## src/design/cak_pkg.sv

```systemverilog
package cak_pkg;

  // field widths
  localparam int unsigned KEY_INDEX_W = 6;
  localparam int unsigned LETTER_W    = 7;
  localparam int unsigned CFG_W       = 7;
  localparam int unsigned VAL_W       = 5;
  // wide enough to hold any key length up to the largest ring
  localparam int unsigned LEN_W       = 9;

  // ring size default
  localparam int unsigned KEY_SLOTS_DEF = 64;

  // alphabet constants
  localparam int unsigned ALPHA_COUNT = 26;
  localparam int unsigned LOWER_BASE  = 97;
  localparam int unsigned UPPER_BASE  = 65;

  // reciprocal of 26 in 13 fractional bits, rounded down
  localparam int unsigned RECIP_SHIFT = 13;
  localparam int unsigned RECIP_26    = 315;

  // result queue depth
  localparam int unsigned OUTQ_DEPTH = 4;

  // key length after reset
  localparam logic [CFG_W-1:0] CFG_RESET = CFG_W'(1);

  // request codes
  typedef enum logic {
    REQ_LOAD    = 1'b0,
    REQ_ENCRYPT = 1'b1
  } req_type_e;

  // result item handed from the engine to the queue
  typedef struct packed {
    logic                valid;
    logic [LETTER_W-1:0] cipher_letter;
  } push_t;

  // letter code to 0..25, taken as (code - 97) mod 26
  function automatic logic [VAL_W-1:0] letter_value(input logic [LETTER_W-1:0] code);
    logic [7:0]  x;
    logic [15:0] prod;
    logic [2:0]  q;
    logic [7:0]  r;
    x    = 8'(code) + 8'(ALPHA_COUNT * 4 - LOWER_BASE);
    prod = 16'(x) * 16'(RECIP_26);
    q    = prod[RECIP_SHIFT +: 3];
    r    = x - 8'(q) * 8'(ALPHA_COUNT);
    if (r >= 8'(ALPHA_COUNT)) begin
      r = r - 8'(ALPHA_COUNT);
    end
    return r[VAL_W-1:0];
  endfunction

endpackage

```

## src/design/cak_req_if.sv

```systemverilog
interface cak_req_if import cak_pkg::*; ();
  logic                   valid;
  logic                   ready;
  logic                   req_type;
  logic [KEY_INDEX_W-1:0] key_index;
  logic [LETTER_W-1:0]    letter;

  modport source (output valid, output req_type, output key_index, output letter,
                  input ready);
  modport sink   (input valid, input req_type, input key_index, input letter,
                  output ready);
endinterface

```

## src/design/cak_res_if.sv

```systemverilog
interface cak_res_if import cak_pkg::*; ();
  logic                valid;
  logic                ready;
  logic [LETTER_W-1:0] cipher_letter;

  modport source (output valid, output cipher_letter, input ready);
  modport sink   (input valid, input cipher_letter, output ready);
endinterface

```

## src/design/cak_keyram.sv

```systemverilog
module cak_keyram import cak_pkg::*; #(
  parameter int unsigned KEY_SLOTS = KEY_SLOTS_DEF,
  localparam int unsigned AddrW = (KEY_SLOTS > 1) ? $clog2(KEY_SLOTS) : 1
) (
  input  logic             clk_i,
  input  logic             rd_en_i,
  input  logic [AddrW-1:0] rd_addr_i,
  output logic [VAL_W-1:0] rd_data_o,
  input  logic             wr_en_i,
  input  logic [AddrW-1:0] wr_addr_i,
  input  logic [VAL_W-1:0] wr_data_i
);

  logic [VAL_W-1:0] mem [KEY_SLOTS];
  logic [VAL_W-1:0] rd_data_q;

  // write port
  always_ff @(posedge clk_i) begin
    if (wr_en_i) begin
      mem[wr_addr_i] <= wr_data_i;
    end
  end

  // registered read port, old data on a same-address write
  always_ff @(posedge clk_i) begin
    if (rd_en_i) begin
      rd_data_q <= mem[rd_addr_i];
    end
  end

  assign rd_data_o = rd_data_q;

endmodule

```

## src/design/cak_engine.sv

```systemverilog
module cak_engine import cak_pkg::*; #(
  parameter int unsigned KEY_SLOTS = KEY_SLOTS_DEF,
  localparam int unsigned AddrW = (KEY_SLOTS > 1) ? $clog2(KEY_SLOTS) : 1
) (
  input  logic                   clk_i,
  input  logic                   rst_ni,
  input  logic                   cfg_we_i,
  input  logic [CFG_W-1:0]       cfg_wdata_i,
  input  logic                   accept_i,
  input  logic                   req_type_i,
  input  logic [KEY_INDEX_W-1:0] key_index_i,
  input  logic [LETTER_W-1:0]    letter_i,
  output logic                   rd_en_o,
  output logic [AddrW-1:0]       rd_addr_o,
  input  logic [VAL_W-1:0]       rd_data_i,
  output logic                   wr_en_o,
  output logic [AddrW-1:0]       wr_addr_o,
  output logic [VAL_W-1:0]       wr_data_o,
  output logic                   inflight_o,
  output push_t                  push_o
);

  logic [CFG_W-1:0] key_length_q;
  logic [AddrW-1:0] pos_q, pos_d;
  logic [LEN_W-1:0] len_eff;
  logic [AddrW-1:0] pos_use;
  logic [LEN_W-1:0] pos_inc;
  logic [AddrW-1:0] pos_nxt;
  logic [LEN_W-1:0] idx_ext;
  logic             is_enc;

  logic             s1_valid_q;
  logic             s1_enc_q;
  logic             s1_wok_q;
  logic [AddrW-1:0] s1_addr_q;
  logic [VAL_W-1:0] s1_val_q;

  logic             fwd_valid_q;
  logic [AddrW-1:0] fwd_addr_q;
  logic [VAL_W-1:0] fwd_data_q;

  logic [VAL_W-1:0] key_val;
  logic [VAL_W:0]   sum_raw;
  logic [VAL_W-1:0] sum;

  // key length register
  always_ff @(posedge clk_i or negedge rst_ni) begin
    if (!rst_ni) begin
      key_length_q <= CFG_RESET;
    end else if (cfg_we_i) begin
      key_length_q <= cfg_wdata_i;
    end
  end

  // effective length: zero means one, saturate at the ring size
  always_comb begin
    if (key_length_q == '0) begin
      len_eff = LEN_W'(1);
    end else if (LEN_W'(key_length_q) > LEN_W'(KEY_SLOTS)) begin
      len_eff = LEN_W'(KEY_SLOTS);
    end else begin
      len_eff = LEN_W'(key_length_q);
    end
  end

  // position for this item and the one after it
  always_comb begin
    is_enc  = (req_type_i == REQ_ENCRYPT);
    pos_use = (LEN_W'(pos_q) >= len_eff) ? '0 : pos_q;
    pos_inc = LEN_W'(pos_use) + LEN_W'(1);
    pos_nxt = (pos_inc >= len_eff) ? '0 : pos_inc[AddrW-1:0];
    idx_ext = LEN_W'(key_index_i);
    pos_d   = pos_q;
    if (accept_i) begin
      pos_d = is_enc ? pos_nxt : '0;
    end
  end

  always_ff @(posedge clk_i or negedge rst_ni) begin
    if (!rst_ni) begin
      pos_q <= '0;
    end else begin
      pos_q <= pos_d;
    end
  end

  // key read issued at accept of an encrypt item
  assign rd_en_o   = accept_i && is_enc;
  assign rd_addr_o = pos_use;

  // stage 1 control
  always_ff @(posedge clk_i or negedge rst_ni) begin
    if (!rst_ni) begin
      s1_valid_q <= 1'b0;
    end else begin
      s1_valid_q <= accept_i;
    end
  end

  // stage 1 payload
  always_ff @(posedge clk_i) begin
    if (accept_i) begin
      s1_enc_q  <= is_enc;
      s1_wok_q  <= is_enc || (idx_ext < LEN_W'(KEY_SLOTS));
      s1_addr_q <= is_enc ? pos_use : idx_ext[AddrW-1:0];
      s1_val_q  <= letter_value(letter_i);
    end
  end

  // forward the write that landed on the same edge as this read
  always_comb begin
    key_val = (fwd_valid_q && fwd_addr_q == s1_addr_q) ? fwd_data_q : rd_data_i;
    sum_raw = (VAL_W+1)'(s1_val_q) + (VAL_W+1)'(key_val);
    sum     = (sum_raw >= (VAL_W+1)'(ALPHA_COUNT))
              ? VAL_W'(sum_raw - (VAL_W+1)'(ALPHA_COUNT)) : sum_raw[VAL_W-1:0];
  end

  // write-back: ciphertext for encrypt, key letter for load
  assign wr_en_o   = s1_valid_q && s1_wok_q;
  assign wr_addr_o = s1_addr_q;
  assign wr_data_o = s1_enc_q ? sum : s1_val_q;

  always_ff @(posedge clk_i or negedge rst_ni) begin
    if (!rst_ni) begin
      fwd_valid_q <= 1'b0;
    end else begin
      fwd_valid_q <= wr_en_o;
    end
  end

  always_ff @(posedge clk_i) begin
    fwd_addr_q <= wr_addr_o;
    fwd_data_q <= wr_data_o;
  end

  // result item
  assign inflight_o           = s1_valid_q && s1_enc_q;
  assign push_o.valid         = s1_valid_q && s1_enc_q;
  assign push_o.cipher_letter = LETTER_W'(sum) + LETTER_W'(UPPER_BASE);

endmodule

```

## src/design/cak_outq.sv

```systemverilog
module cak_outq import cak_pkg::*; (
  input  logic                clk_i,
  input  logic                rst_ni,
  input  push_t               push_i,
  input  logic                inflight_i,
  output logic                in_ready_o,
  output logic                out_valid_o,
  input  logic                out_ready_i,
  output logic [LETTER_W-1:0] out_letter_o
);

  localparam int unsigned PtrW = $clog2(OUTQ_DEPTH);
  localparam int unsigned CntW = $clog2(OUTQ_DEPTH + 1);

  logic [LETTER_W-1:0] slot_q [OUTQ_DEPTH];
  logic [PtrW-1:0]     wr_ptr_q, wr_ptr_d;
  logic [PtrW-1:0]     rd_ptr_q, rd_ptr_d;
  logic [CntW-1:0]     cnt_q, cnt_d;
  logic                pop;

  // pointer and count update
  always_comb begin
    pop      = out_valid_o && out_ready_i;
    wr_ptr_d = push_i.valid ? wr_ptr_q + PtrW'(1) : wr_ptr_q;
    rd_ptr_d = pop ? rd_ptr_q + PtrW'(1) : rd_ptr_q;
    cnt_d    = cnt_q + CntW'(push_i.valid) - CntW'(pop);
  end

  always_ff @(posedge clk_i or negedge rst_ni) begin
    if (!rst_ni) begin
      wr_ptr_q <= '0;
      rd_ptr_q <= '0;
      cnt_q    <= '0;
    end else begin
      wr_ptr_q <= wr_ptr_d;
      rd_ptr_q <= rd_ptr_d;
      cnt_q    <= cnt_d;
    end
  end

  // item storage
  always_ff @(posedge clk_i) begin
    if (push_i.valid) begin
      slot_q[wr_ptr_q] <= push_i.cipher_letter;
    end
  end

  // room for everything queued, in stage 1, and one more item
  assign in_ready_o   = ((CntW+1)'(cnt_q) + (CntW+1)'(inflight_i)) < (CntW+1)'(OUTQ_DEPTH);
  assign out_valid_o  = (cnt_q != '0);
  assign out_letter_o = slot_q[rd_ptr_q];

endmodule

```

## src/design/ciphertext_autokey_stream_cipher.sv

```systemverilog
// path: an accepted encrypt item passes the stage 1 register and then the result queue before its result is valid
// throughput: one item per cycle sustained while the result queue has room, load or encrypt, any mix
// the key ram read at accept and its write-back in the next cycle set that rate,
// with a one-entry forward covering back-to-back use of the same slot
// reset: position 0, key length 1, result queue empty; key ram is not cleared
module ciphertext_autokey_stream_cipher import cak_pkg::*; #(
  parameter int unsigned KEY_SLOTS = KEY_SLOTS_DEF
) (
  input  logic             clk_i,
  input  logic             rst_ni,
  input  logic             cfg_we_i,
  input  logic [CFG_W-1:0] cfg_wdata_i,
  cak_req_if.sink          req_i,
  cak_res_if.source        res_o
);

  localparam int unsigned AddrW = (KEY_SLOTS > 1) ? $clog2(KEY_SLOTS) : 1;

  logic             accept;
  logic             rd_en;
  logic [AddrW-1:0] rd_addr;
  logic [VAL_W-1:0] rd_data;
  logic             wr_en;
  logic [AddrW-1:0] wr_addr;
  logic [VAL_W-1:0] wr_data;
  logic             inflight;
  push_t            push;

  // input handshake
  assign accept = req_i.valid && req_i.ready;

  // key ring storage
  cak_keyram #(
    .KEY_SLOTS (KEY_SLOTS)
  ) u_keyram (
    .clk_i     (clk_i),
    .rd_en_i   (rd_en),
    .rd_addr_i (rd_addr),
    .rd_data_o (rd_data),
    .wr_en_i   (wr_en),
    .wr_addr_i (wr_addr),
    .wr_data_i (wr_data)
  );

  // position tracking, read-modify-write of the ring
  cak_engine #(
    .KEY_SLOTS (KEY_SLOTS)
  ) u_engine (
    .clk_i       (clk_i),
    .rst_ni      (rst_ni),
    .cfg_we_i    (cfg_we_i),
    .cfg_wdata_i (cfg_wdata_i),
    .accept_i    (accept),
    .req_type_i  (req_i.req_type),
    .key_index_i (req_i.key_index),
    .letter_i    (req_i.letter),
    .rd_en_o     (rd_en),
    .rd_addr_o   (rd_addr),
    .rd_data_i   (rd_data),
    .wr_en_o     (wr_en),
    .wr_addr_o   (wr_addr),
    .wr_data_o   (wr_data),
    .inflight_o  (inflight),
    .push_o      (push)
  );

  // result queue, decouples the output stall from input acceptance
  cak_outq u_outq (
    .clk_i        (clk_i),
    .rst_ni       (rst_ni),
    .push_i       (push),
    .inflight_i   (inflight),
    .in_ready_o   (req_i.ready),
    .out_valid_o  (res_o.valid),
    .out_ready_i  (res_o.ready),
    .out_letter_o (res_o.cipher_letter)
  );

endmodule

```

## src/flat_wrapper.sv

```systemverilog
// flat-port wrapper written by rule: the top's interface ports become plain ports
module ciphertext_autokey_stream_cipher_flat import cak_pkg::*;
#(
  parameter int unsigned KEY_SLOTS = KEY_SLOTS_DEF
)
  (clk_i, rst_ni, cfg_we_i, cfg_wdata_i, req_i_valid, req_i_req_type, req_i_key_index, req_i_letter, req_i_ready, res_o_valid, res_o_cipher_letter, res_o_ready);
  cak_req_if req_i_i ();
  cak_res_if res_o_i ();
  input  logic clk_i;
  input  logic rst_ni;
  input  logic cfg_we_i;
  input  logic [CFG_W-1:0] cfg_wdata_i;
  input wire logic [$bits(req_i_i.valid)-1:0] req_i_valid;
  input wire logic [$bits(req_i_i.req_type)-1:0] req_i_req_type;
  input wire logic [$bits(req_i_i.key_index)-1:0] req_i_key_index;
  input wire logic [$bits(req_i_i.letter)-1:0] req_i_letter;
  output wire logic [$bits(req_i_i.ready)-1:0] req_i_ready;
  output wire logic [$bits(res_o_i.valid)-1:0] res_o_valid;
  output wire logic [$bits(res_o_i.cipher_letter)-1:0] res_o_cipher_letter;
  input wire logic [$bits(res_o_i.ready)-1:0] res_o_ready;
  assign req_i_i.valid = req_i_valid;
  assign req_i_i.req_type = req_i_req_type;
  assign req_i_i.key_index = req_i_key_index;
  assign req_i_i.letter = req_i_letter;
  assign req_i_ready = req_i_i.ready;
  assign res_o_valid = res_o_i.valid;
  assign res_o_cipher_letter = res_o_i.cipher_letter;
  assign res_o_i.ready = res_o_ready;
  ciphertext_autokey_stream_cipher #(.KEY_SLOTS(KEY_SLOTS)) u_core (.clk_i(clk_i), .rst_ni(rst_ni), .cfg_we_i(cfg_we_i), .cfg_wdata_i(cfg_wdata_i), .req_i(req_i_i), .res_o(res_o_i));
endmodule
```

## config.mk

```make
export PLATFORM = sky130hd
export DESIGN_NAME = ciphertext_autokey_stream_cipher_flat
export DESIGN_NICKNAME = d
export VERILOG_FILES = /design/src/design/cak_pkg.sv /design/src/design/cak_req_if.sv /design/src/design/cak_res_if.sv /design/src/design/cak_keyram.sv /design/src/design/cak_engine.sv /design/src/design/cak_outq.sv /design/src/design/ciphertext_autokey_stream_cipher.sv /design/src/flat_wrapper.sv
export SDC_FILE = /design/constraint.sdc
export NUM_CORES = 1
export LEC_CHECK = 0
export BUFFER_PORTS_ARGS = -buffer_cell sky130_fd_sc_hd__buf_2
export CAP_MARGIN = 20
export CORE_AREA = 2 2 205 207
export DETAILED_ROUTE_END_ITERATION = 10
export DIE_AREA = 0 0 207 209
export SLEW_MARGIN = 20
export SYNTH_ARGS = -nofsm -noshare
export SYNTH_HDL_FRONTEND = slang
export SYNTH_HIERARCHICAL = 1
export SYNTH_SLANG_ARGS = --single-unit
```

## constraint.sdc

```tcl
create_clock -name clk_i -period 5.7 [get_ports clk_i]
set_clock_uncertainty 0.05 [all_clocks]
set_input_delay 0.285 -clock clk_i [delete_from_list [all_inputs] [get_ports clk_i]]
set_output_delay 0.285 -clock clk_i [all_outputs]
set_load 0.02 [all_outputs]
```

==> impl_table.tex <==
\begin{tabular}{lr}
\hline
Metric & Value \\
\hline
\multicolumn{2}{l}{\textbf{Final layout}} \\
\quad Area of the multi-input gates & 6280 sq um \\
\quad Area added between synthesis and finish & 15.7\% \\
\quad Layout cell share with drive strength beyond 1 & 0.262 \\
\quad Utilization of the core after routing & 0.511 \\
\quad Summed area of non-filler cells in the final layout & 21,100 sq um \\
\quad Total Nets Final & approximately 1,300 \\
\quad Sequential cell area & 11,700 sq um \\
\quad Final-layout fill cell count & 3,414 \\
\quad Antenna cells & 0 \\
\multicolumn{2}{l}{\textbf{Clocking}} \\
\quad Clock buffers created by TritonCTS & 41 \\
\quad Clk\_lat worst skew & between 500 and 600 ps \\
\quad Clock root cell & sky130\_fd\_sc\_hd\_\_clkbuf\_16 \\
\quad Count of H-tree levels built during CTS & 2 \\
\quad Clock slew at the register clock pins of the worst setup and hold paths & around 60 ps \\
\quad Clock Sink Count & 398 \\
\quad Max Root-Sink Buffers & 3 \\
\quad CTS tree & done \\
\multicolumn{2}{l}{\textbf{STA}} \\
\quad Least-Margin Pin Slew & 964 ps \\
\quad Time the worst path needs with I/O delays and setup & 6200 ps \\
\quad Achievable frequency & 0.161 GHz \\
\quad Worst Setup Slack, final & -501 ps \\
\quad Endpoints failing setup & 4 \\
\quad Hold Vio Cnt, Final & 0 \\
\quad Headroom to the max-slew limit & 0.353 \\
\quad Period Utilization, post-route & 1.09 \\
\quad Setup repair after global routing missed its margin & true \\
\quad Final Max Slew Viols & 0 \\
\multicolumn{2}{l}{\textbf{Worst setup path}} \\
\quad Maximum fanout encountered on the critical timing path & 3 \\
\quad Cell type of the slowest stage on the worst timing path & sky130\_fd\_sc\_hd\_\_fa\_2 \\
\quad Worst path required time & slightly below 6000 ps \\
\quad WP data arrival & between 6000 and 7000 ps \\
\quad Nature of the critical path endpoint & flop \\
\quad Peak per-stage delay on the critical path & 520 ps \\
\quad Startpoint-to-endpoint class of the critical path & primary input to flop \\
\quad Worst setup SP type & primary input \\
\multicolumn{2}{l}{\textbf{Yosys}} \\
\quad Prevailing post-synth register cell & sky130\_fd\_sc\_hd\_\_edfxtp\_1 \\
\quad Number of distinct standard cells referenced by the synthesized netlist & 76 \\
\quad Leading area contributor after synthesis & sky130\_fd\_sc\_hd\_\_edfxtp\_1 \\
\quad Cell count after synthesis & roughly 1,100 \\
\quad Cell types occupying the most area after synthesis & sky130\_fd\_sc\_hd\_\_edfxtp\_1, sky130\_fd\_sc\_hd\_\_mux4\_2, sky130\_fd\_sc\_hd\_\_ha\_1 \\
\quad Syn Area/Cell & 16.7 sq um \\
\quad Async set or reset register ratio after synthesis & 0.0553 \\
\quad Top-area cell type share of the netlist area & 0.601 \\
\quad Yosys synthesis warning count & 6 \\
\quad Seq/Total Area, Yosys & 0.643 \\
\quad Cell Area, Synth & around 18,000 sq um \\
\quad EDFF count, synth & about 370 \\
\quad Synth Register Bits & just under 400 \\
\quad Syn nets & 1,215 \\
\multicolumn{2}{l}{\textbf{Power and ir drop}} \\
\quad Sw power & $\sim$0.0039 W \\
\quad Pwr dens & roughly 550 nW/um\^{}2 \\
\quad Peak ir drop on the vdd network & 0.413 mV \\
\quad Sequential share of power & 0.378 \\
\quad Portion of total power attributed to the clock network & 0.228 \\
\quad Leak pwr & 7.35 nW \\
\quad Fraction of power spent switching nets & 0.332 \\
\quad Sum of internal, switching and leakage power & approximately 0.012 W \\
\quad Combinational power share & 0.393 \\
\quad Internal portion of total power & 0.00777 W \\
\multicolumn{2}{l}{\textbf{Placed design}} \\
\quad Port bufs & 34 \\
\quad Placed Instance Area & 19,500 sq um \\
\quad Half-perimeter wire length of the detailed placement result & 25,000 um \\
\quad Final weighted congestion of routability-driven global placement & $\sim$0.79 \\
\multicolumn{2}{l}{\textbf{Floorplanning}} \\
\quad Standard-cell rows & 75 \\
\quad IO Pins & 35 \\
\quad Overall die width & 207 um \\
\quad Die Outline Area & 43,300 sq um \\
\quad Die Span Y & 209 um \\
\quad Starting utilization of the core area & 0.442 \\
\quad Core box area & 41,300 sq um \\
\multicolumn{2}{l}{\textbf{Routing}} \\
\quad Wire per inst & 21.4 um \\
\quad Number of violations reported at the end of detailed-routing iteration 0 & 611 \\
\quad Pre-antenna DRT Iters & 5 \\
\quad Detail-routed via count per cell & 5.48 \\
\quad Remaining DRCs & 0 \\
\quad Wire length reported by the detailed router & 38,000 um \\
\quad Post-detailed-route count of antenna-violating nets & 0 \\
\quad Via count of the routed design & 9,710 \\
\multicolumn{2}{l}{\textbf{Global routing}} \\
\quad Number of antenna violations at the first check in global routing & 1 \\
\quad Pin count of the biggest net entering global routing & 66 \\
\quad Met1 Usage GRT & 0.249 \\
\quad Sum of overflow across all layers after global routing & 0 \\
\quad Met3 layer usage reported by global route & 0.0301 \\
\quad Via count of the first global-routing pass & 10,077 \\
\quad Global-route usage over all layers & 0.180 \\
\quad Global-route track usage on met2 & 0.299 \\
\quad First-pass GRT wire length & 59,600 um \\
\quad Most crowded layer after global routing & met2 \\
\multicolumn{2}{l}{\textbf{Min path}} \\
\quad Hold crit path type & primary input to flop \\
\multicolumn{2}{l}{\textbf{Status}} \\
\quad Violations in the final reports & negative setup slack \\
\quad Outcome & finished, violations left \\
\multicolumn{2}{l}{\textbf{Flow run}} \\
\quad Max Cap Viol & 0 \\
\hline
\end{tabular}
registers in the layout, indices dropped and copies added (netlist names):
signal	cells
u_core/u_engine/s1_valid_q	1
u_core/u_keyram/rd_data_o	5
u_core/u_engine/key_length_q	7
u_core/u_outq/wr_ptr_q	2
u_core/u_outq/slot_q	28
u_core/u_keyram/mem	320
u_core/u_engine/pos_q	6
u_core/u_outq/cnt_q	3
u_core/u_engine/fwd_addr_q	6
u_core/u_engine/s1_enc_q	1
u_core/u_outq/rd_ptr_q	2
u_core/u_engine/s1_val_q	5
u_core/u_engine/fwd_data_q	5
u_core/u_engine/wr_addr_o	6
u_core/u_engine/fwd_valid_q	1
layer usage:
layer | vias up | routed length, um
met5 | - | 13
met4 | 2 | 740
met1 | 4967 | 16500
met2 | 219 | 18700
li1 | 4473 | -
met3 | 49 | 1990
path summary, 6_finish.rpt:
path | end | start | cells past startpoint | slack [ps]
max | u_core/u_engine/s1_val_q[4]$_DFFE_PP_ | req_i_letter[0] | 32 | -500
min | u_core/u_engine/wr_addr_o[5]$_DFFE_PP_ | req_i_key_index[5] | 2 | 30
max reg2reg | u_core/u_keyram/rd_data_o[0]$_DFFE_PP_ | u_core/u_engine/key_length_q[3]$_DFFE_PN0P_ | 16 | 800
min reg2reg | u_core/u_outq/wr_ptr_q[0]$_DFFE_PN0P_ | u_core/u_outq/wr_ptr_q[0]$_DFFE_PN0P_ | 1 | 480
max in group asynchronous | u_core/u_engine/key_length_q[0]$_DFFE_PN1P_ | rst_ni | 2 | 5020
min in group asynchronous | u_core/u_outq/cnt_q[2]$_DFF_PN0_ | rst_ni | 2 | 220
synth_stat cells (all sizes together) (11+ instances only):
| cell | n |
|---|---|
| dfxtp | 11 |
| o21ai | 17 |
| xnor2 | 24 |
| mux2 | 32 |
| edfxtp | 365 |
| buf | 21 |
| and2 | 12 |
| ha | 82 |
| o22ai | 14 |
| fa | 17 |
| inv | 58 |
| dfrtp | 21 |
| a31oi | 14 |
| nand2 | 27 |
| a21oi | 23 |
| xor2 | 17 |
| nor2 | 90 |
| mux4 | 87 |
| clkbuf | 21 |
| nand3 | 15 |
cells by family (layout without fill, tap and decap cells):
| family | after synthesis | after routing | synth area share |
|---|---|---|---|
| AO/OA/AOI/OAI | 119 | 119 | 0.0448 |
| XOR/XNOR | 41 | 41 | 0.0209 |
| adder cells (fa/ha/maj) | 100 | 100 | 0.0755 |
| buffers and inverters | 102 | 244 | 0.0274 |
| flip-flops | 398 | 398 | 0.643 |
| multiplexers | 127 | 127 | 0.134 |
| other | 1 | 1 | 0.000206 |
| AND/OR/NAND/NOR | 202 | 202 | 0.0532 |
power groups by stage:
| stage | registers (W) | clock network, W | logic, W |
|---|---|---|---|
| final | 0.00440 | 0.00265 | 0.00458 |
| after global routing | 0.00443 | 0.00284 | 0.00512 |
| after CTS | 0.00440 | 0.00271 | 0.00453 |
| after detailed placement | 0.00446 | 0 | 0.00445 |
| after global placement | 0.00446 | 0 | 0.00433 |
| after floorplan | 0.00441 | 0 | 0.00303 |
cells in the final DEF, fill, tap and decap left out, types with 13 or more instances in the layout:
| master | instances |
|---|---|
| sky130_fd_sc_hd__mux4_2 | 73 |
| sky130_fd_sc_hd__a31oi_1 | 13 |
| sky130_fd_sc_hd__edfxtp_1 | 365 |
| sky130_fd_sc_hd__nand2_1 | 26 |
| sky130_fd_sc_hd__mux2_2 | 31 |
| sky130_fd_sc_hd__xnor2_1 | 19 |
| sky130_fd_sc_hd__mux4_1 | 14 |
| sky130_fd_sc_hd__clkinv_1 | 16 |
| sky130_fd_sc_hd__a21oi_1 | 16 |
| sky130_fd_sc_hd__o21ai_0 | 13 |
| sky130_fd_sc_hd__inv_1 | 50 |
| sky130_fd_sc_hd__buf_2 | 32 |
| sky130_fd_sc_hd__ha_1 | 77 |
| sky130_fd_sc_hd__fa_1 | 15 |
| sky130_fd_sc_hd__clkbuf_16 | 43 |
| sky130_fd_sc_hd__nor2_1 | 84 |
| sky130_fd_sc_hd__dfrtp_1 | 21 |
| sky130_fd_sc_hd__o22ai_1 | 14 |
| sky130_fd_sc_hd__nand3_1 | 13 |
| sky130_fd_sc_hd__buf_4 | 66 |
worst max-delay path: cells and delay by family:
family                     cells  cell delay (ps)
adders and majority gates     11             3650
AOI/OAI and AO/OA              5              680
and+or+nand+nor                6              610
xor gates and xnor gates       3              570
buffers and inverters          6              360
muxes                          1              270
stage by stage:
step                instances  setup TNS, ps  hold slack (ps)  worst slack (ps)
finish                   1771          -1720             26.5              -501
global route             1771          -2800             4.96              -759
CTS                      1769          -1470             2.59              -428
detailed placement       1683          -4900              253             -1290
global placement         1683          -4350              238             -1150
floorplan                1090          -2910            -60.6              -795
repair_timing:
action                                  CTS  global route
hold buffers                              9             0
setup buffers                             3             2
pin swaps                                17             3
endpoints found under the setup margin    4             4
gates resized for setup                  18            15
hold endpoints to repair                 29             0
area by class of cell:
type,count,area share
clock buffers,49,0.0521
clock inverters,25,0.0113
inverters,59,0.0116
multi-input cells,590,0.298
flip-flops and latches,398,0.556
well taps,539,0.0320
repair buffers,111,0.0392
No activity file was read; power rests on OpenSTA's default activity.
